--- src/dnsg_pkg.sv ---
// Shared constants, types and helper function of the diagonal net sampler.
`timescale 1ns / 1ps

package dnsg_pkg;

   // Default for the largest supported net size (log2 of the point count).
   localparam int unsigned MAX_BITS_DEF = 24;
   localparam int unsigned MIN_BITS     = 3;

   // Fixed field widths.
   localparam int unsigned INDEX_W    = 24;
   localparam int unsigned COORD_W    = 16;
   localparam int unsigned SCALE_W    = 16;
   localparam int unsigned LIMIT_W    = 25;
   localparam int unsigned NET_BITS_W = 5;
   localparam int unsigned SHIFT_W    = 5;
   localparam int unsigned CSR_DATA_W = 25;
   localparam int unsigned CSR_IDX_W  = 2;

   // Register reset values.
   localparam logic [NET_BITS_W-1:0] NET_BITS_RST = NET_BITS_W'(8);
   localparam logic [SCALE_W-1:0]    SCALE_RST    = SCALE_W'(256);
   localparam logic [LIMIT_W-1:0]    LIMIT_RST    = LIMIT_W'(16777216);

   typedef enum logic [CSR_IDX_W-1:0] {
      CSR_NET_BITS     = 2'd0,
      CSR_OUTPUT_SCALE = 2'd1,
      CSR_SAMPLE_LIMIT = 2'd2
   } csr_index_type;

   // Shift amounts that follow from the net size.
   typedef struct packed {
      logic [SHIFT_W-1:0] m;
      logic [SHIFT_W-1:0] colbits;
      logic [SHIFT_W-1:0] dx;
      logic [SHIFT_W-1:0] dy;
      logic               odd;
   } geom_type;

   // Clamp the net size and derive the column width and diagonal shifts.
   function automatic geom_type net_geometry(logic [NET_BITS_W-1:0] net_bits,
                                             logic [SHIFT_W-1:0]    max_bits);
      geom_type         g;
      logic [SHIFT_W:0] m_inc;
      if (SHIFT_W'(net_bits) < SHIFT_W'(MIN_BITS)) begin
         g.m = SHIFT_W'(MIN_BITS);
      end else if (SHIFT_W'(net_bits) > max_bits) begin
         g.m = max_bits;
      end else begin
         g.m = SHIFT_W'(net_bits);
      end
      m_inc     = {1'b0, g.m} + (SHIFT_W+1)'(1);
      g.colbits = m_inc[SHIFT_W:1];
      g.odd     = g.m[0];
      g.dy      = g.m >> 1;
      g.dx      = g.odd ? (g.m >> 1) : ((g.m >> 1) - SHIFT_W'(2));
      return g;
   endfunction

endpackage

--- src/dnsg_if.sv ---
// Request and response channel interfaces of the diagonal net sampler.
`timescale 1ns / 1ps

interface dnsg_req_if import dnsg_pkg::*; ();
   logic               valid;
   logic               ready;
   logic [INDEX_W-1:0] sample_index;

   modport source (output valid, output sample_index, input ready);
   modport sink   (input valid, input sample_index, output ready);
endinterface

interface dnsg_rsp_if import dnsg_pkg::*; ();
   logic               valid;
   logic               ready;
   logic [COORD_W-1:0] point_x;
   logic [COORD_W-1:0] point_y;
   logic               in_range;

   modport source (output valid, output point_x, output point_y, output in_range,
                   input ready);
   modport sink   (input valid, input point_x, input point_y, input in_range,
                   output ready);
endinterface

--- src/dnsg_index_split.sv ---
// First stage: range check and split of the index into row and column.
`timescale 1ns / 1ps

module dnsg_index_split import dnsg_pkg::*; #(
   parameter int unsigned MAX_BITS = MAX_BITS_DEF
) (
   input  logic                              clock,
   input  logic                              reset,
   input  geom_type                          geom,
   input  logic [LIMIT_W-1:0]                sample_limit,
   input  logic                              in_valid,
   output logic                              in_ready,
   input  logic [INDEX_W-1:0]                sample_index,
   output logic                              out_valid,
   input  logic                              out_ready,
   output logic [MAX_BITS-1:0]               row_k,
   output logic [(MAX_BITS+1)/2-1:0]         col_j,
   output logic                              in_range
);

   localparam int unsigned HALF_W = (MAX_BITS + 1) / 2;
   localparam int unsigned WIDE_W = (MAX_BITS > INDEX_W) ? MAX_BITS : INDEX_W;

   logic                valid_ff;
   logic                adv;
   logic [WIDE_W-1:0]   idx_wide;
   logic [HALF_W-1:0]   col_mask;
   logic [MAX_BITS-1:0] row_in, row_ff;
   logic [HALF_W-1:0]   col_in, col_ff;
   logic                range_in, range_ff;

   assign adv      = !valid_ff || out_ready;
   assign in_ready = adv;

   always_comb begin
      idx_wide = WIDE_W'(sample_index);
      col_mask = ~({HALF_W{1'b1}} << geom.colbits);
      row_in   = MAX_BITS'(idx_wide >> geom.colbits);
      col_in   = HALF_W'(sample_index) & col_mask;
      range_in = ((idx_wide >> geom.m) == '0) &&
                 ({1'b0, sample_index} < sample_limit);
   end

   always_ff @(posedge clock) begin
      if (reset) begin
         valid_ff <= 1'b0;
      end else if (adv) begin
         valid_ff <= in_valid;
      end
   end

   always_ff @(posedge clock) begin
      if (adv) begin
         row_ff   <= row_in;
         col_ff   <= col_in;
         range_ff <= range_in;
      end
   end

   assign out_valid = valid_ff;
   assign row_k     = row_ff;
   assign col_j     = col_ff;
   assign in_range  = range_ff;

endmodule

--- src/dnsg_coord_calc.sv ---
// Second and third stages: row offset by bit reversal and the diagonal sums.
`timescale 1ns / 1ps

module dnsg_coord_calc import dnsg_pkg::*; #(
   parameter int unsigned MAX_BITS = MAX_BITS_DEF
) (
   input  logic                      clock,
   input  logic                      reset,
   input  geom_type                  geom,
   input  logic                      in_valid,
   output logic                      in_ready,
   input  logic [MAX_BITS-1:0]       row_k,
   input  logic [(MAX_BITS+1)/2-1:0] col_j,
   input  logic                      in_range,
   output logic                      out_valid,
   input  logic                      out_ready,
   output logic [MAX_BITS-1:0]       coord_x,
   output logic [MAX_BITS-1:0]       coord_y,
   output logic                      out_in_range
);

   logic                v1_ff, v2_ff;
   logic                adv1, adv2;
   logic [MAX_BITS-1:0] rev_k;
   logic [MAX_BITS-1:0] col_w;
   logic [SHIFT_W-1:0]  rev_shift;
   logic [MAX_BITS-1:0] rev_in, rev_ff;
   logic [MAX_BITS-1:0] add_in, add_ff;
   logic [MAX_BITS-1:0] jx_in, jx_ff;
   logic [MAX_BITS-1:0] jy_in, jy_ff;
   logic [MAX_BITS-1:0] k_ff;
   logic                r1_ff;
   logic [MAX_BITS-1:0] net_mask;
   logic [MAX_BITS-1:0] x_in, x_ff;
   logic [MAX_BITS-1:0] y_in, y_ff;
   logic                r2_ff;

   assign adv2     = !v2_ff || out_ready;
   assign adv1     = !v1_ff || adv2;
   assign in_ready = adv1;

   // Mirror the row across the full width, then drop to m bits.
   for (genvar i = 0; i < MAX_BITS; i++) begin : g_rev
      assign rev_k[i] = row_k[MAX_BITS-1-i];
   end

   always_comb begin
      col_w     = MAX_BITS'(col_j);
      rev_shift = SHIFT_W'(MAX_BITS) - geom.m;
      rev_in    = rev_k >> rev_shift;
      add_in    = geom.odd ? row_k
                           : (row_k >> 2) + (MAX_BITS'(1) << geom.dx);
      jx_in     = col_w << geom.dx;
      jy_in     = col_w << geom.dy;
   end

   always_ff @(posedge clock) begin
      if (reset) begin
         v1_ff <= 1'b0;
      end else if (adv1) begin
         v1_ff <= in_valid;
      end
   end

   always_ff @(posedge clock) begin
      if (adv1) begin
         rev_ff <= rev_in;
         add_ff <= add_in;
         jx_ff  <= jx_in;
         jy_ff  <= jy_in;
         k_ff   <= row_k;
         r1_ff  <= in_range;
      end
   end

   // Wrap both coordinates into the net.
   always_comb begin
      net_mask = ~({MAX_BITS{1'b1}} << geom.m);
      x_in     = (rev_ff + add_ff + jx_ff) & net_mask;
      y_in     = (k_ff + jy_ff) & net_mask;
   end

   always_ff @(posedge clock) begin
      if (reset) begin
         v2_ff <= 1'b0;
      end else if (adv2) begin
         v2_ff <= v1_ff;
      end
   end

   always_ff @(posedge clock) begin
      if (adv2) begin
         x_ff  <= x_in;
         y_ff  <= y_in;
         r2_ff <= r1_ff;
      end
   end

   assign out_valid    = v2_ff;
   assign coord_x      = x_ff;
   assign coord_y      = y_ff;
   assign out_in_range = r2_ff;

endmodule

--- src/dnsg_scale_mul.sv ---
// Fourth and fifth stages: scale multiply, shift by net size, output register.
`timescale 1ns / 1ps

module dnsg_scale_mul import dnsg_pkg::*; #(
   parameter int unsigned MAX_BITS = MAX_BITS_DEF
) (
   input  logic                clock,
   input  logic                reset,
   input  geom_type            geom,
   input  logic [SCALE_W-1:0]  output_scale,
   input  logic                in_valid,
   output logic                in_ready,
   input  logic [MAX_BITS-1:0] coord_x,
   input  logic [MAX_BITS-1:0] coord_y,
   input  logic                in_range,
   output logic                out_valid,
   input  logic                out_ready,
   output logic [COORD_W-1:0]  point_x,
   output logic [COORD_W-1:0]  point_y,
   output logic                point_in_range
);

   localparam int unsigned PROD_W = MAX_BITS + SCALE_W;

   logic               v1_ff, v2_ff;
   logic               adv1, adv2;
   logic [PROD_W-1:0]  px_in, px_ff;
   logic [PROD_W-1:0]  py_in, py_ff;
   logic               r1_ff;
   logic [COORD_W-1:0] ox_in, ox_ff;
   logic [COORD_W-1:0] oy_in, oy_ff;
   logic               r2_ff;

   assign adv2     = !v2_ff || out_ready;
   assign adv1     = !v1_ff || adv2;
   assign in_ready = adv1;

   always_comb begin
      px_in = PROD_W'(coord_x) * PROD_W'(output_scale);
      py_in = PROD_W'(coord_y) * PROD_W'(output_scale);
   end

   always_ff @(posedge clock) begin
      if (reset) begin
         v1_ff <= 1'b0;
      end else if (adv1) begin
         v1_ff <= in_valid;
      end
   end

   always_ff @(posedge clock) begin
      if (adv1) begin
         px_ff <= px_in;
         py_ff <= py_in;
         r1_ff <= in_range;
      end
   end

   // Drop the fraction; zero the point when the index was rejected.
   always_comb begin
      ox_in = r1_ff ? COORD_W'(px_ff >> geom.m) : '0;
      oy_in = r1_ff ? COORD_W'(py_ff >> geom.m) : '0;
   end

   always_ff @(posedge clock) begin
      if (reset) begin
         v2_ff <= 1'b0;
      end else if (adv2) begin
         v2_ff <= v1_ff;
      end
   end

   always_ff @(posedge clock) begin
      if (adv2) begin
         ox_ff <= ox_in;
         oy_ff <= oy_in;
         r2_ff <= r1_ff;
      end
   end

   assign out_valid      = v2_ff;
   assign point_x        = ox_ff;
   assign point_y        = oy_ff;
   assign point_in_range = r2_ff;

endmodule

--- src/diagonal_net_sample_generator_core.sv ---
// Top level of the diagonal (0,m,2)-net sample generator.
`timescale 1ns / 1ps

// Maps each sample index word to one point of a diagonal (0,m,2)-net of 2^m
// points (m = net_bits held to 3..MAX_BITS), scaled so that the unit square
// spans output_scale grid steps; each coordinate is floor(c * scale / 2^m).
// The index splits into a row (high bits) and a column (low ceil(m/2) bits);
// the row offset is the m-bit bit reversal of the row plus a diagonal term
// that depends on whether m is odd or even. Indices at or past
// min(2^m, sample_limit) return in_range = 0 with both coordinates zero.
// Throughput is one word per clock while responses are taken. The pipeline
// has five register stages (index split, reversal and shifts, modular sums,
// scale multiply, final shift): the request edge loads the first stage, and
// each stage passes the word on to the next, up to the response register.
// Each stage holds its word when the stage after it is full and stalled, and
// an empty stage fills even while the response waits, so bubbles close up
// under backpressure. Write the registers only while no word is in flight.

module diagonal_net_sample_generator_core import dnsg_pkg::*; #(
   parameter int unsigned MAX_BITS = MAX_BITS_DEF
) (
   input  logic                  clock,
   input  logic                  reset,
   dnsg_req_if.sink              req_word,
   dnsg_rsp_if.source            rsp_word,
   input  logic                  csr_write_enable,
   input  logic [CSR_IDX_W-1:0]  csr_index,
   input  logic [CSR_DATA_W-1:0] csr_write_data
);

   localparam int unsigned HALF_W = (MAX_BITS + 1) / 2;

   // Configuration registers.
   logic [NET_BITS_W-1:0] net_bits_ff, net_bits_in;
   logic [SCALE_W-1:0]    scale_ff, scale_in;
   logic [LIMIT_W-1:0]    limit_ff, limit_in;

   // Shift amounts decoded once from net_bits, shared by every stage.
   geom_type geom_ff, geom_in;

   // Stage links.
   logic                s1_valid, s1_ready;
   logic [MAX_BITS-1:0] s1_row;
   logic [HALF_W-1:0]   s1_col;
   logic                s1_range;
   logic                s3_valid, s3_ready;
   logic [MAX_BITS-1:0] s3_x, s3_y;
   logic                s3_range;

   // Decode the write; ignore unknown indices.
   always_comb begin
      net_bits_in = net_bits_ff;
      scale_in    = scale_ff;
      limit_in    = limit_ff;
      if (csr_write_enable) begin
         unique case (csr_index_type'(csr_index))
            CSR_NET_BITS:     net_bits_in = NET_BITS_W'(csr_write_data);
            CSR_OUTPUT_SCALE: scale_in    = SCALE_W'(csr_write_data);
            CSR_SAMPLE_LIMIT: limit_in    = LIMIT_W'(csr_write_data);
            default: ;
         endcase
      end
   end

   always_ff @(posedge clock) begin
      if (reset) begin
         net_bits_ff <= NET_BITS_RST;
         scale_ff    <= SCALE_RST;
         limit_ff    <= LIMIT_RST;
      end else begin
         net_bits_ff <= net_bits_in;
         scale_ff    <= scale_in;
         limit_ff    <= limit_in;
      end
   end

   // Decode from the register input so a word right after a write sees it.
   assign geom_in = net_geometry(net_bits_in, SHIFT_W'(MAX_BITS));

   always_ff @(posedge clock) begin
      if (reset) begin
         geom_ff <= net_geometry(NET_BITS_RST, SHIFT_W'(MAX_BITS));
      end else begin
         geom_ff <= geom_in;
      end
   end

   dnsg_index_split #(
      .MAX_BITS (MAX_BITS)
   ) u_split (
      .clock        (clock),
      .reset        (reset),
      .geom         (geom_ff),
      .sample_limit (limit_ff),
      .in_valid     (req_word.valid),
      .in_ready     (req_word.ready),
      .sample_index (req_word.sample_index),
      .out_valid    (s1_valid),
      .out_ready    (s1_ready),
      .row_k        (s1_row),
      .col_j        (s1_col),
      .in_range     (s1_range)
   );

   dnsg_coord_calc #(
      .MAX_BITS (MAX_BITS)
   ) u_coord (
      .clock        (clock),
      .reset        (reset),
      .geom         (geom_ff),
      .in_valid     (s1_valid),
      .in_ready     (s1_ready),
      .row_k        (s1_row),
      .col_j        (s1_col),
      .in_range     (s1_range),
      .out_valid    (s3_valid),
      .out_ready    (s3_ready),
      .coord_x      (s3_x),
      .coord_y      (s3_y),
      .out_in_range (s3_range)
   );

   dnsg_scale_mul #(
      .MAX_BITS (MAX_BITS)
   ) u_scale (
      .clock          (clock),
      .reset          (reset),
      .geom           (geom_ff),
      .output_scale   (scale_ff),
      .in_valid       (s3_valid),
      .in_ready       (s3_ready),
      .coord_x        (s3_x),
      .coord_y        (s3_y),
      .in_range       (s3_range),
      .out_valid      (rsp_word.valid),
      .out_ready      (rsp_word.ready),
      .point_x        (rsp_word.point_x),
      .point_y        (rsp_word.point_y),
      .point_in_range (rsp_word.in_range)
   );

   // A rejected index must come out as the origin.
   assert property (@(posedge clock) disable iff (reset)
      (rsp_word.valid && !rsp_word.in_range) |->
         (rsp_word.point_x == '0) && (rsp_word.point_y == '0))
      else $error("out-of-range word carries a nonzero point");

   // Decoded net size stays clamped and tracks the register.
   assert property (@(posedge clock) disable iff (reset)
      (geom_ff.m >= SHIFT_W'(MIN_BITS)) && (geom_ff.m <= SHIFT_W'(MAX_BITS)) &&
      (geom_ff == net_geometry(net_bits_ff, SHIFT_W'(MAX_BITS))))
      else $error("net geometry out of step with net_bits");

   // Diagonal shifts: equal for odd m, two apart for even m.
   assert property (@(posedge clock) disable iff (reset)
      geom_ff.odd ? (geom_ff.dx == geom_ff.dy)
                  : (geom_ff.dy == geom_ff.dx + SHIFT_W'(2)))
      else $error("diagonal shifts inconsistent with net parity");

endmodule

--- src/flat_wrapper.sv ---
// flat-port wrapper written by rule: the top's interface ports become plain ports
module diagonal_net_sample_generator_core_flat import dnsg_pkg::*;
#(
   parameter int unsigned MAX_BITS = MAX_BITS_DEF
)
  (clock, reset, csr_write_enable, csr_index, csr_write_data, req_word_valid, req_word_sample_index, req_word_ready, rsp_word_valid, rsp_word_point_x, rsp_word_point_y, rsp_word_in_range, rsp_word_ready);
  dnsg_req_if req_word_i ();
  dnsg_rsp_if rsp_word_i ();
  input  logic clock;
  input  logic reset;
  input  logic csr_write_enable;
  input  logic [CSR_IDX_W-1:0] csr_index;
  input  logic [CSR_DATA_W-1:0] csr_write_data;
  input wire logic [$bits(req_word_i.valid)-1:0] req_word_valid;
  input wire logic [$bits(req_word_i.sample_index)-1:0] req_word_sample_index;
  output wire logic [$bits(req_word_i.ready)-1:0] req_word_ready;
  output wire logic [$bits(rsp_word_i.valid)-1:0] rsp_word_valid;
  output wire logic [$bits(rsp_word_i.point_x)-1:0] rsp_word_point_x;
  output wire logic [$bits(rsp_word_i.point_y)-1:0] rsp_word_point_y;
  output wire logic [$bits(rsp_word_i.in_range)-1:0] rsp_word_in_range;
  input wire logic [$bits(rsp_word_i.ready)-1:0] rsp_word_ready;
  assign req_word_i.valid = req_word_valid;
  assign req_word_i.sample_index = req_word_sample_index;
  assign req_word_ready = req_word_i.ready;
  assign rsp_word_valid = rsp_word_i.valid;
  assign rsp_word_point_x = rsp_word_i.point_x;
  assign rsp_word_point_y = rsp_word_i.point_y;
  assign rsp_word_in_range = rsp_word_i.in_range;
  assign rsp_word_i.ready = rsp_word_ready;
  diagonal_net_sample_generator_core #(.MAX_BITS(MAX_BITS)) u_core (.clock(clock), .reset(reset), .req_word(req_word_i), .rsp_word(rsp_word_i), .csr_write_enable(csr_write_enable), .csr_index(csr_index), .csr_write_data(csr_write_data));
endmodule
--- config.mk ---
export PLATFORM = sky130hd
export DESIGN_NAME = diagonal_net_sample_generator_core_flat
export DESIGN_NICKNAME = d
export VERILOG_FILES = /design/src/dnsg_pkg.sv /design/src/dnsg_if.sv /design/src/dnsg_index_split.sv /design/src/dnsg_coord_calc.sv /design/src/dnsg_scale_mul.sv /design/src/diagonal_net_sample_generator_core.sv /design/src/flat_wrapper.sv
export SDC_FILE = /design/constraint.sdc
export NUM_CORES = 2
export LEC_CHECK = 0
export BUFFER_PORTS_ARGS = -buffer_cell sky130_fd_sc_hd__buf_4
export CAP_MARGIN = 15
export CORE_MARGIN = 2
export CORE_UTILIZATION = 44
export DETAILED_ROUTE_END_ITERATION = 7
export GPL_ROUTABILITY_DRIVEN = 0
export GPL_TIMING_DRIVEN = 0
export REMOVE_ABC_BUFFERS = 1
export SLEW_MARGIN = 30
export SYNTH_ARGS = -nofsm -noshare
export SYNTH_HDL_FRONTEND = slang
export SYNTH_HIERARCHICAL = 1
export SYNTH_SLANG_ARGS = --single-unit
--- constraint.sdc ---
create_clock -name clock -period 36.3 [get_ports clock]
set_input_delay 10.89 -clock clock [delete_from_list [all_inputs] [get_ports clock]]
set_output_delay 10.89 -clock clock [all_outputs]
set_load 0.03 [all_outputs]
==> results.json <==
{
  "status": "finished, final reports clean",
  "clock_pin_slew_of_the_registers_on_the_worst_case_setup_and_hold_paths_ps": 60,
  "fp.coreArea_sq_mm": 0.112,
  "reg2reg_slack_ps": 29390,
  "drc_errors": 0,
  "grt_first_pass_wirelength_mm": 208,
  "dr_total_vias": 36600,
  "clkLatencyLatePin_ps": 630,
  "post_synth_main_area_contributors": "fa_1 (26%), edfxtp_1 (19%), ha_1 (8.1%)",
  "irDropWorstVdd_uv": 34.3,
  "cts_sinks": 386,
  "cts_repair_resize_count": 0,
  "static-leakage-power_nw": 23.9,
  "drtIter0Drc": 2763,
  "async_reset_ff_share_pct": 0,
  "synth.top_cell.area_share_pct": 25.6,
  "drt_pass1_iterations": 6,
  "synth_warnings": 6,
  "timing_worst_slew_pin_value_ps": 998,
  "cts-root-buf": "clkbuf_16",
  "clock-skew-final_ps": 33.1,
  "final.hold.worst_slack_ps": 421,
  "timing.final.hold_violations": 0,
  "r2r-start": "u_core/u_coord/coord_x[14]",
  "fmax_mhz": 40.7,
  "max_cap_viol_count": 0,
  "holdPathEnd": "u_core/u_coord/out_in_range",
  "grt_antenna_before_repair": 0,
  "grt_start_max_net_pins": 63,
  "top_level_ports": 91,
  "cell_variety_after_synth": 102,
  "port-buffer-count": 90,
  "holdCritPathClass": "register to register",
  "final.setup.worst_slack_ps": 11720,
  "period_needed_ps": 24580,
  "final_net_count": 6138,
  "signed_area_change_from_the_synthesized_netlist_to_the_final_layout_pct": 7.49,
  "number_of_flops_mapped_to_enable_cells_by_yosys": 321,
  "slew-limit-headroom_pct": 33.4,
  "hp-start": "u_core/u_coord/r1_ff",
  "data_arrival_time_at_the_worst_slack_endpoint_ps": 13690,
  "seq_area_frac_synth_pct": 22.0,
  "max-clock-path-buffers": 3,
  "place_area_sq_mm": 0.0520,
  "layout-drive-gt1-share_pct": 7.43,
  "fin_util_pct": 47.7,
  "via_per_inst": 5.49,
  "cts.repair_timing.setup_buffer_count": 0,
  "critical_path_peak_fanout": 34,
  "track_usage_pct": 22.4,
  "synthesis_stage_register_bit_count": 386,
  "number_of_standard_cells_after_synthesis": 5262,
  "post-route-period-util_pct": 67.7,
  "hold-path-cell-count": 0,
  "first_global_vias": 37600,
  "synth.largest_area_cell": "fa_1",
  "regToRegEndpoint": "u_core/u_scale/px_ff[38]",
  "tritoncts": "built",
  "cts_htree_levels": 2,
  "grt-ovfl-total": 0,
  "design_area_sq_mm": 0.0536,
  "worstSetupEndpointType": "output port",
  "timing.reg2reg.worst_path_depth": 21,
  "syn-cell-area_sq_mm": 0.0498,
  "postSynth.topFlopCell": "edfxtp_1",
  "worst_setup_path_start_kind": "input port",
  "insertedDiodeCount": 0,
  "final-max-slew-violation-count": 0,
  "antenna_left": 0,
  "setup_total_negative_slack_ps": 0,
  "floorplan.die.height_um": 340,
  "fp.dieW_um": 340,
  "worstPathRequired_ps": 25410,
  "dp_hpwl_mm": 98.3,
  "pre_cts_ws_ps": 11650,
  "setup_viol_count_final": 0,
  "drt-total-wl_mm": 129,
  "starting_density_pct": 44.3,
  "critPathKind": "input port to output port",
  "numCtsBuffers": 44,
  "holdBufCountCts": 0,
  "avgRoutedWirePerCell_um": 19.3,
  "power.density_cell_area_mw_per_mm2": 32.0,
  "rsz0062_at_grt": "false",
  "num_rows": 123,
  "fp.dieArea_sq_mm": 0.116,
  "postSynthAreaPerCell_sq_um": 9.47
}
-- registers in the layout, indices dropped and copies added (netlist names), 5 cells and up --
| name | flops |
|---|---|
| u_core/u_coord/k_ff | 24 |
| u_core/u_split/col_j | 12 |
| u_core/u_scale/point_x | 16 |
| u_core/u_coord/jx_ff | 24 |
| u_core/u_scale/py_ff | 40 |
| u_core/u_split/row_k | 24 |
| u_core/scale_ff | 16 |
| u_core/geom_ff | 14 |
| u_core/net_bits_ff | 5 |
| u_core/u_coord/add_ff | 24 |
| u_core/u_scale/px_ff | 40 |
| u_core/u_scale/point_y | 16 |
| u_core/u_coord/rev_ff | 24 |
| u_core/limit_ff | 25 |
| u_core/u_coord/coord_y | 24 |
| u_core/u_coord/jy_ff | 24 |
| u_core/u_coord/coord_x | 24 |
-- cells by family after synthesis --
kind of cell / after synthesis / synth area share [%]
AND/OR/NAND/NOR: 1627 / 15.5
buffers and inverters: 1070 / 8.25
adder cells (fa/ha/maj): 959 / 33.7
AO/OA/AOI/OAI: 794 / 10.2
flip-flops: 386 / 22.0
multiplexers: 306 / 8.24
XOR/XNOR: 119 / 2.09
other: 1 / 0.00753
-- power breakdown --
part           total (mW)  switching [mW]  internal [mW]
combinational       0.585           0.336          0.249
clock               0.480           0.189          0.291
sequential          0.646           0.100          0.546
-- routing by layer --
layer  track usage (%)  wire [um]
met1              31.7      58700
met2              36.5      59500
met3              2.50       6710
met4              6.57       3580
met5                 0          0
-- Yosys cell counts (65+ instances only) --
library cell / instances
nand2_1: 728
xnor2_1: 71
o21ai_0: 140
mux2i_1: 183
mux4_2: 78
dfxtp_1: 65
edfxtp_1: 321
nor2_1: 244
inv_1: 757
a21oi_1: 268
and2_1: 345
clkbuf_1: 254
fa_1: 638
nor2b_1: 71
ha_1: 321
-- worst max-delay path: stages --
cell and delay [ps]:
buf_4 110, nor2b_2 510, nand2_4 450, nor2b_1 500, nand2_4 260, nand2b_2 490
buf_16 280, buf_4 180
-- cells in the final DEF (no fill, tap or decap), types with 90 or more instances in the layout --
master and instances:
a21oi_1 268, and2_1 345, buf_4 90, edfxtp_1 321, fa_1 638, ha_1 321
inv_1 754, mux2i_1 183, nand2_1 726, nor2_1 244, o21ai_0 140
-- stage by stage --
stage / power (mW) / instances
2_1_floorplan: 1.04 / 4956
3_3_place_gp: 1.23 / 6546
3_5_place_dp: 1.23 / 6575
4_1_cts: 1.72 / 6655
5_1_grt: 1.83 / 6657
6_report: 1.71 / 6657
-- final cells by class --
cell class | count | area (sq um)
clock inverter | 27 | 420
inverter | 762 | 2860
timing repair buffer | 121 | 1400
sequential | 386 | 11000
multi-input combinational | 3808 | 34800
tap | 1500 | 1880
clock buffer | 53 | 1140
fill | 10700 | 58800
-- how the worst max path moves through the flow --
stage / from / endpoint / slack, ps / cells past startpoint
2_1_floorplan: rsp_word_ready / req_word_ready / 8410 / 5
3_3_place_gp: rsp_word_ready / req_word_ready / 5060 / 7
3_5_place_dp: rsp_word_ready / req_word_ready / 11650 / 8
4_1_cts: rsp_word_ready / req_word_ready / 11660 / 8
5_1_grt: rsp_word_ready / req_word_ready / 11470 / 8
6_report: rsp_word_ready / req_word_ready / 11720 / 8
No activity file was read; power rests on OpenSTA's default activity.
